`config.mk`:
```
export PLATFORM = sky130hd
export DESIGN_NAME = closed_loop_edge_chainer
export DESIGN_NICKNAME = d
export VERILOG_FILES = /design/src/cle_pkg.sv /design/src/cle_ram.sv /design/src/cle_out_stage.sv /design/src/closed_loop_edge_chainer.sv
export SDC_FILE = /design/constraint.sdc
export NUM_CORES = 1
export LEC_CHECK = 0
export BUFFER_PORTS_ARGS = -buffer_cell sky130_fd_sc_hd__buf_2
export CORE_ASPECT_RATIO = 1.5
export CORE_MARGIN = 8
export CORE_UTILIZATION = 60
export DETAILED_ROUTE_END_ITERATION = 8
export PLACE_DENSITY_LB_ADDON = 0.12
export SYNTH_ARGS = -nofsm -noshare
export SYNTH_HDL_FRONTEND = slang
export SYNTH_SLANG_ARGS = --single-unit
export TNS_END_PERCENT = 1
```
`constraint.sdc`:
```
create_clock -name clk -period 7.15 [get_ports clk]
set_input_delay 0.3575 -clock clk [delete_from_list [all_inputs] [get_ports clk]]
set_output_delay 0.3575 -clock clk [all_outputs]
set_load 0.05 [all_outputs]
```
`src/cle_pkg.sv`:
```
// Package for the closed-loop edge chainer.
// Holds the stored edge record, the result item and the sequencer states.
// No dependencies.
`default_nettype none

package cle_pkg;

  localparam int PointWidth  = 8;
  localparam int KindWidth   = 2;
  localparam int SourceWidth = 5;

  typedef struct packed {
    logic [PointWidth-1:0]  a;
    logic [PointWidth-1:0]  b;
    logic [KindWidth-1:0]   kind;
    logic [SourceWidth-1:0] src;
  } edge_rec_t;

  localparam int EdgeRecWidth = $bits(edge_rec_t);

  typedef struct packed {
    logic [PointWidth-1:0]  from_point;
    logic [PointWidth-1:0]  to_point;
    logic [KindWidth-1:0]   edge_kind;
    logic [SourceWidth-1:0] edge_source;
    logic                   reversed;
    logic                   loop_end;
    logic                   done_res;
    logic                   overflow;
  } result_t;

  typedef enum logic [3:0] {
    S_LOAD,
    S_START,
    S_HEAD,
    S_SCAN,
    S_COMPARE,
    S_CHECK,
    S_EMIT_RD,
    S_EMIT_EDGE,
    S_EMIT_OUT,
    S_DONE
  } state_t;

endpackage

`default_nettype wire

```
`src/cle_ram.sv`:
```
// Generic single-write, single-read synchronous RAM with registered read.
// Read data holds while no read is enabled. No dependencies.
`default_nettype none

module cle_ram #(
  parameter int WIDTH = 8,
  parameter int DEPTH = 32
) (
  input  wire logic                     clk,
  input  wire logic                     we,
  input  wire logic [$clog2(DEPTH)-1:0] waddr,
  input  wire logic [WIDTH-1:0]         wdata,
  input  wire logic                     re,
  input  wire logic [$clog2(DEPTH)-1:0] raddr,
  output logic      [WIDTH-1:0]         rdata
);

  logic [WIDTH-1:0] mem [DEPTH];

  always_ff @(posedge clk) begin
    if (we) begin
      mem[waddr] <= wdata;
    end
    if (re) begin
      rdata <= mem[raddr];
    end
  end

endmodule

`default_nettype wire

```
`src/cle_out_stage.sv`:
```
// Output register of the closed-loop edge chainer.
// Holds one result item until the consumer takes it; uses cle_pkg.
`default_nettype none

module cle_out_stage
  import cle_pkg::*;
(
  input  wire logic    clk,
  input  wire logic    rst,
  input  wire logic    load,
  input  wire result_t load_item,
  output logic         free,
  output logic         out_valid,
  input  wire logic    out_ready,
  output result_t      item
);

  assign free = !out_valid || out_ready;

  always_ff @(posedge clk) begin
    if (rst) begin
      out_valid <= 1'b0;
    end else if (load && free) begin
      out_valid <= 1'b1;
    end else if (out_ready) begin
      out_valid <= 1'b0;
    end
  end

  always_ff @(posedge clk) begin
    if (load && free) begin
      item <= load_item;
    end
  end

endmodule

`default_nettype wire

```
`src/closed_loop_edge_chainer.sv`:
```
// Top level of the closed-loop edge chainer.
// Uses cle_pkg, cle_ram (edge table and chain buffer) and cle_out_stage.
//
// Edges load one per cycle into the edge memory. After the last edge the
// block chains them into loops. A start that is already used is skipped,
// and a fresh start reads its edge, loads the head and, after the sweeps,
// checks for closure. Each sweep over the table skips used entries and
// reads and then compares each unused one, since each compare waits on the
// registered read of the single edge memory port. Sweeps repeat until one
// adds nothing. Each loop edge then leaves through a chain buffer read, an
// edge read and an output load, the load waiting while the output register
// is busy. A final start check leads to the done item, which carries the
// overflow flag. No edge is accepted while chaining or emitting.
`default_nettype none

module closed_loop_edge_chainer
  import cle_pkg::*;
#(
  parameter int MAX_EDGES = 32
) (
  input  wire logic                   clk,
  input  wire logic                   rst,
  input  wire logic                   in_valid,
  output logic                        in_ready,
  input  wire logic [PointWidth-1:0]  start_point,
  input  wire logic [PointWidth-1:0]  end_point,
  input  wire logic [KindWidth-1:0]   kind,
  input  wire logic [SourceWidth-1:0] source_index,
  input  wire logic                   ignore,
  input  wire logic                   last_edge,
  output logic                        out_valid,
  input  wire logic                   out_ready,
  output logic [PointWidth-1:0]       from_point,
  output logic [PointWidth-1:0]       to_point,
  output logic [KindWidth-1:0]        edge_kind,
  output logic [SourceWidth-1:0]      edge_source,
  output logic                        reversed,
  output logic                        loop_end,
  output logic                        done_res,
  output logic                        overflow
);

  localparam int IW = $clog2(MAX_EDGES);
  localparam int CW = $clog2(MAX_EDGES + 1);
  localparam logic [CW-1:0] MaxCount = CW'(MAX_EDGES);
  localparam logic [CW-1:0] One = CW'(1);

  state_t state, state_next;
  logic [CW-1:0] count, count_next;
  logic overflow_flag, overflow_flag_next;
  logic [MAX_EDGES-1:0] used, used_next;
  logic [CW-1:0] s, s_next;
  logic [CW-1:0] i, i_next;
  logic [CW-1:0] len, len_next;
  logic [CW-1:0] k, k_next;
  logic [PointWidth-1:0] head, head_next;
  logic [PointWidth-1:0] tail, tail_next;
  logic grew, grew_next;

  logic edge_we, edge_re;
  logic [IW-1:0] edge_waddr, edge_raddr;
  edge_rec_t edge_wdata, edge_rdata;
  logic cb_we, cb_re;
  logic [IW-1:0] cb_waddr, cb_raddr;
  logic [IW:0] cb_wdata, cb_rdata;

  logic [IW-1:0] used_addr;
  logic used_hit;
  logic out_load, out_free;
  result_t out_item, res;

  cle_ram #(.WIDTH(EdgeRecWidth), .DEPTH(MAX_EDGES)) u_edge_ram (
    .clk   (clk),
    .we    (edge_we),
    .waddr (edge_waddr),
    .wdata (edge_wdata),
    .re    (edge_re),
    .raddr (edge_raddr),
    .rdata (edge_rdata)
  );

  cle_ram #(.WIDTH(IW + 1), .DEPTH(MAX_EDGES)) u_chain_ram (
    .clk   (clk),
    .we    (cb_we),
    .waddr (cb_waddr),
    .wdata (cb_wdata),
    .re    (cb_re),
    .raddr (cb_raddr),
    .rdata (cb_rdata)
  );

  cle_out_stage u_out (
    .clk       (clk),
    .rst       (rst),
    .load      (out_load),
    .load_item (out_item),
    .free      (out_free),
    .out_valid (out_valid),
    .out_ready (out_ready),
    .item      (res)
  );

  assign from_point  = res.from_point;
  assign to_point    = res.to_point;
  assign edge_kind   = res.edge_kind;
  assign edge_source = res.edge_source;
  assign reversed    = res.reversed;
  assign loop_end    = res.loop_end;
  assign done_res    = res.done_res;
  assign overflow    = res.overflow;

  assign used_addr = (state == S_START) ? s[IW-1:0] : i[IW-1:0];
  assign used_hit  = used[used_addr];

  always_ff @(posedge clk) begin
    if (rst) begin
      state         <= S_LOAD;
      count         <= '0;
      overflow_flag <= 1'b0;
      used          <= '0;
      s             <= '0;
      i             <= '0;
      len           <= '0;
      k             <= '0;
      grew          <= 1'b0;
    end else begin
      state         <= state_next;
      count         <= count_next;
      overflow_flag <= overflow_flag_next;
      used          <= used_next;
      s             <= s_next;
      i             <= i_next;
      len           <= len_next;
      k             <= k_next;
      grew          <= grew_next;
    end
  end

  always_ff @(posedge clk) begin
    head <= head_next;
    tail <= tail_next;
  end

  always_comb begin
    state_next         = state;
    count_next         = count;
    overflow_flag_next = overflow_flag;
    used_next          = used;
    s_next             = s;
    i_next             = i;
    len_next           = len;
    k_next             = k;
    head_next          = head;
    tail_next          = tail;
    grew_next          = grew;
    in_ready           = 1'b0;
    edge_we            = 1'b0;
    edge_waddr         = count[IW-1:0];
    edge_wdata         = '{a: start_point, b: end_point, kind: kind, src: source_index};
    edge_re            = 1'b0;
    edge_raddr         = i[IW-1:0];
    cb_we              = 1'b0;
    cb_waddr           = len[IW-1:0];
    cb_wdata           = {1'b0, i[IW-1:0]};
    cb_re              = 1'b0;
    cb_raddr           = k[IW-1:0];
    out_load           = 1'b0;
    out_item           = '0;

    case (state)
      S_LOAD: begin
        in_ready = 1'b1;
        if (in_valid) begin
          if (!ignore) begin
            if (count < MaxCount) begin
              edge_we    = 1'b1;
              count_next = count + One;
            end else begin
              overflow_flag_next = 1'b1;
            end
          end
          if (last_edge) begin
            s_next     = '0;
            state_next = S_START;
          end
        end
      end
      S_START: begin
        if (s >= count) begin
          state_next = S_DONE;
        end else if (used_hit) begin
          s_next = s + One;
        end else begin
          edge_re                = 1'b1;
          edge_raddr             = s[IW-1:0];
          used_next[s[IW-1:0]]   = 1'b1;
          state_next             = S_HEAD;
        end
      end
      S_HEAD: begin
        head_next  = edge_rdata.a;
        tail_next  = edge_rdata.b;
        cb_we      = 1'b1;
        cb_waddr   = '0;
        cb_wdata   = {1'b0, s[IW-1:0]};
        len_next   = One;
        i_next     = '0;
        grew_next  = 1'b0;
        state_next = S_SCAN;
      end
      S_SCAN: begin
        if (i >= count) begin
          if (grew) begin
            i_next    = '0;
            grew_next = 1'b0;
          end else begin
            state_next = S_CHECK;
          end
        end else if (used_hit) begin
          i_next = i + One;
        end else begin
          edge_re    = 1'b1;
          state_next = S_COMPARE;
        end
      end
      S_COMPARE: begin
        if (edge_rdata.a == tail && edge_rdata.b != tail) begin
          cb_we                = 1'b1;
          cb_wdata             = {1'b0, i[IW-1:0]};
          len_next             = len + One;
          tail_next            = edge_rdata.b;
          used_next[i[IW-1:0]] = 1'b1;
          grew_next            = 1'b1;
        end else if (edge_rdata.b == tail && edge_rdata.a != tail) begin
          cb_we                = 1'b1;
          cb_wdata             = {1'b1, i[IW-1:0]};
          len_next             = len + One;
          tail_next            = edge_rdata.a;
          used_next[i[IW-1:0]] = 1'b1;
          grew_next            = 1'b1;
        end
        i_next     = i + One;
        state_next = S_SCAN;
      end
      S_CHECK: begin
        if (len >= CW'(2) && tail == head) begin
          k_next     = '0;
          state_next = S_EMIT_RD;
        end else begin
          s_next     = s + One;
          state_next = S_START;
        end
      end
      S_EMIT_RD: begin
        cb_re      = 1'b1;
        state_next = S_EMIT_EDGE;
      end
      S_EMIT_EDGE: begin
        edge_re    = 1'b1;
        edge_raddr = cb_rdata[IW-1:0];
        state_next = S_EMIT_OUT;
      end
      S_EMIT_OUT: begin
        out_item.from_point  = cb_rdata[IW] ? edge_rdata.b : edge_rdata.a;
        out_item.to_point    = cb_rdata[IW] ? edge_rdata.a : edge_rdata.b;
        out_item.edge_kind   = edge_rdata.kind;
        out_item.edge_source = edge_rdata.src;
        out_item.reversed    = cb_rdata[IW];
        out_item.loop_end    = (k + One == len);
        if (out_free) begin
          out_load = 1'b1;
          k_next   = k + One;
          if (k + One == len) begin
            s_next     = s + One;
            state_next = S_START;
          end else begin
            state_next = S_EMIT_RD;
          end
        end
      end
      S_DONE: begin
        out_item.done_res = 1'b1;
        out_item.overflow = overflow_flag;
        if (out_free) begin
          out_load           = 1'b1;
          count_next         = '0;
          overflow_flag_next = 1'b0;
          used_next          = '0;
          state_next         = S_LOAD;
        end
      end
      default: begin
        state_next = S_LOAD;
      end
    endcase
  end

`ifndef SYNTHESIS
  a_count_bound: assert property (@(posedge clk) disable iff (rst)
    count <= MaxCount)
    else $error("edge count exceeds table capacity");

  a_run_clears: assert property (@(posedge clk) disable iff (rst)
    (state == S_DONE && out_free) |=> (count == '0 && used == '0 && !overflow_flag))
    else $error("run state not cleared after the done item");

  a_chain_len: assert property (@(posedge clk) disable iff (rst)
    (state == S_SCAN || state == S_CHECK) |-> (len <= count && len != '0))
    else $error("chain length out of range");

  a_done_clean: assert property (@(posedge clk) disable iff (rst)
    (out_valid && done_res) |-> (!loop_end && !reversed && from_point == '0))
    else $error("done item carries edge fields");

  a_loop_rows: assert property (@(posedge clk) disable iff (rst)
    (state == S_EMIT_OUT) |-> (k < len))
    else $error("emit index beyond chain length");
`endif

endmodule

`default_nettype wire
```
==> results_dict.tcl <==
set metrics [dict create \
    cts_htree_levels 3 \
    switching_fraction 0.266 \
    core_area_sq_mm 0.0727 \
    post_drt_wl_per_cell_um 28.7 \
    initial_core_util 0.606 \
    slew_violations 0 \
    dp_hpwl_mm 71.4 \
    synth_edf_count 1000 \
    min_period_ns 5.92 \
    worst-setup-path-type "reg -> reg" \
    global_route_wire_length_before_repair_mm 174 \
    met2_usage 0.482 \
    synth_top_flop_cell "sky130_fd_sc_hd__edfxtp_1" \
    postLayoutSetupSlackWorst_ns 1.23 \
    holdBufCountCts 0 \
    groute.layer.met1.usage 0.362 \
    synthArstFlopShare 0 \
    postSynthCellCount 3042 \
    worstMarginPinSlew_ns 1.26 \
    finalHoldViolations 0 \
    ys_seq_area_frac 0.714 \
    worst_setup_path_end_kind "flip-flop" \
    cts_resized 0 \
    layout_nets 3137 \
    drc 0 \
    grt_start_max_net_pins 187 \
    min_from "out_ready" \
    sequential_group_share_of_total_power 0.504 \
    rows 121 \
    status "complete, no violations" \
    max-slew-margin-rel 0.151 \
    worst_hold_path_type "in -> reg" \
    worst_path_required_time_ns 7.52 \
    die_height_um 348 \
    path_cells "nand2b_1 > nor4_1 > a222oi_1 > or4_4 > and4b_1 > a32oi_4 > nand2_8 > buf_4 > mux2i_1 > o221ai_1 > o2111ai_1 > nor4_1" \
    p_int_mw 10.4 \
    fin_crit_sh 0.828 \
    clock-skew-final_ns 0.0274 \
    report.final.setup_viol 0 \
    clock_latency_ns 0.69 \
    ff2ff_setup_slack_ns 1.23 \
    postLayoutCoreUtil 0.668 \
    layout-area-overhead-vs-synth_pct 10.3 \
    timing.hold.worst_path_depth 3 \
    fmax_ghz 0.169 \
    grt.busiest_layer "met2" \
    slowest_delay_ns 0.82 \
    globalRoute.totalOverflow 0 \
    synth.net_count 3100 \
    timing.setup.tns_ns 0 \
    cts-buffers-inserted 96 \
    worst-endpoint-arrival_ns 6.29 \
    area_of_the_mapped_netlist_sq_mm 0.0440 \
    detailedRoute.firstPassIterationCount 5 \
    p_comb_frac 0.134 \
    crit_top_cell "sky130_fd_sc_hd__nor4_1" \
    crit-reg2reg-capture "u_edge_ram.rdata[1]" \
    yosys.cell_types.count 69 \
    place_worst_setup_slack_ns 1.38 \
    path_max_fanout 94 \
    power.clock.fraction 0.362 \
    grt_setup_unrepaired "no" \
    maxCapViolations 0 \
    worst_setup_hold_path_clk_slew_ns 0.07 \
    leakagePower_nw 15.7 \
    max-vdd-ir-drop_v 0.000241 \
    finalWeightedCongestion 0.920 \
    power_per_cell_area_mw_per_mm2 293 \
    cts_tree "built" \
    io-pin-count 58 \
    numPortBuffers 57 \
    worstHoldEndpoint "u_out.out_valid" \
    detail_route.wirelength_mm 117 \
    globalRouteTotalUtil 0.282 \
    crit-reg2reg-launch "state[0]" \
    yosys_warnings 0 \
    numClockSinks 1069 \
    chipWidth_um 237 \
    synthesis.area_per_instance_sq_um 14.5 \
    grtUsageMet3 0.0342 \
    number_of_antenna_violations_at_the_first_check_in_global_routing 8 \
    critPathLaunchType "flip-flop" \
    cts_setup_buffers 0 \
    design.die.area_sq_mm 0.0825 \
    power.net_switching_mw 3.79 \
    reg2reg_depth 12 \
    drtAntennaViolNets 0 \
    post_drt_via_cell_ratio 6.69 \
    nFillCells 5115 \
    number_of_buffers_on_the_longest_clock_path 3 \
    layout-drive-gt1-share 0.136 \
    critical_path.slowest_cell "sky130_fd_sc_hd__nor4_1" \
    first_global_vias 27193 \
    clockRootBuffer "sky130_fd_sc_hd__clkbuf_16" \
    ys_ff_latch 1069 \
    dr.first_iter.drc_count 3356 \
    vias 27316 \
]
## worst max-delay path by stage
stage / endpoint / cells past startpoint / from
floorplan: u_edge_ram.rdata[0] / 11 / i[0]
CTS: u_edge_ram.rdata[1] / 13 / state[0]
global route: u_edge_ram.rdata[1] / 12 / state[0]
global placement: u_edge_ram.rdata[1] / 13 / state[1]
finish: u_edge_ram.rdata[1] / 12 / state[0]
detailed placement: u_edge_ram.rdata[1] / 12 / state[0]
## stage by stage
stage | power, mW | hold WS, ns | cells | instance area (sq um)
4_1_cts | 14.3 | 0.0641 | 4083 | 48500
2_1_floorplan | 8.53 | 0.429 | 3042 | 44000
5_1_grt | 14.6 | 0.110 | 4084 | 48500
3_3_place_gp | 9.17 | 0.451 | 3903 | 45400
3_5_place_dp | 9.20 | 0.451 | 3903 | 45400
6_report | 14.2 | 0.0988 | 4085 | 48500
## cells in the final DEF, fill, tap and decap left out, types with 31 or more instances in the layout
cell type,count
sky130_fd_sc_hd__a311oi_1,47
sky130_fd_sc_hd__dfxtp_1,67
sky130_fd_sc_hd__a21oi_1,107
sky130_fd_sc_hd__a22o_1,32
sky130_fd_sc_hd__clkbuf_16,98
sky130_fd_sc_hd__nand2_1,421
sky130_fd_sc_hd__xor2_1,32
sky130_fd_sc_hd__a211oi_1,99
sky130_fd_sc_hd__o21ai_0,31
sky130_fd_sc_hd__buf_4,84
sky130_fd_sc_hd__nor2_2,34
sky130_fd_sc_hd__nor2_1,151
sky130_fd_sc_hd__mux4_2,61
sky130_fd_sc_hd__buf_2,57
sky130_fd_sc_hd__mux2i_1,133
sky130_fd_sc_hd__nand4_1,37
sky130_fd_sc_hd__o221ai_1,47
sky130_fd_sc_hd__edfxtp_1,1000
sky130_fd_sc_hd__and3_1,94
sky130_fd_sc_hd__nand3_1,145
## Yosys cell counts, types with 37 or more instances
cell type                  count  share of area
sky130_fd_sc_hd__nor2_1      186          0.016
sky130_fd_sc_hd__nand3_1     145          0.016
sky130_fd_sc_hd__clkbuf_1    109         0.0093
sky130_fd_sc_hd__and3_1       94          0.013
sky130_fd_sc_hd__mux2i_1     133          0.030
sky130_fd_sc_hd__nand4_1      37         0.0053
sky130_fd_sc_hd__a311oi_1     47         0.0094
sky130_fd_sc_hd__o221ai_1     47         0.0094
sky130_fd_sc_hd__buf_2        52         0.0059
sky130_fd_sc_hd__dfxtp_1      69          0.031
sky130_fd_sc_hd__nand2_1     423          0.036
sky130_fd_sc_hd__mux4_2       61          0.031
sky130_fd_sc_hd__a211oi_1     99          0.017
sky130_fd_sc_hd__a21oi_1     107          0.012
sky130_fd_sc_hd__edfxtp_1   1000           0.68
## flip-flops by register name, summed over array words and instances, names as in the netlist
| signal | count |
|---|---|
| count | 6 |
| grew | 1 |
| head | 8 |
| i | 6 |
| k | 6 |
| len | 6 |
| overflow_flag | 1 |
| s | 6 |
| state | 4 |
| tail | 8 |
| u_chain_ram.mem | 192 |
| u_chain_ram.rdata | 6 |
| u_edge_ram.mem | 736 |
| u_edge_ram.rdata | 23 |
| u_out.item | 27 |
| u_out.out_valid | 1 |
| used | 32 |
## final cells by class
class                           count  area, sq um  area share
Sequential cell                  1069        31400       0.647
Tap cell                          922         1150      0.0238
Clock buffer                      117         2540      0.0524
Timing Repair Buffer              145          996      0.0205
Clock inverter                     63          587      0.0121
Inverter                           20         75.1     0.00155
Multi-Input combinational cell   1747        11800       0.243
Antenna cell                        2         5.00    0.000103
## worst max-delay path: cells and delay by family, from the launching register on
family	cells	cell delay (ns)
compound gates	4	1.21
buf+inv	1	0.44
flops	1	0.64
mux	1	0.14
simple gates	6	3.09
## power by group through the flow
stage	Sequential [mW]	Combinational, mW	Clock (mW)
4_1_cts	7.18	1.89	5.20
2_1_floorplan	7.38	1.15	0
3_5_place_dp	7.31	1.89	0
5_1_grt	7.19	2.03	5.42
3_3_place_gp	7.31	1.86	0
6_report	7.18	1.91	5.15
## cell families (layout without fill, tap and decap cells)
logic type                 Yosys count  in the layout  synth area share
adders and majority gates           29             29           0.00824
muxes                              209            209            0.0653
DFF                               1069           1069             0.714
buffers and inverters              226            345            0.0231
AOI/OAI and AO/OA                  453            453            0.0739
other                                0              2                 0
xor gates and xnor gates            52             52            0.0107
and+or+nand+nor                   1004           1004             0.105
## layer usage
metal	up-vias	wire length (um)
met3	283	9420
li1	11813	-
met2	1467	58700
met1	13751	44100
met4	2	5080
met5	-	16
(Power assumes the default switching activity.)
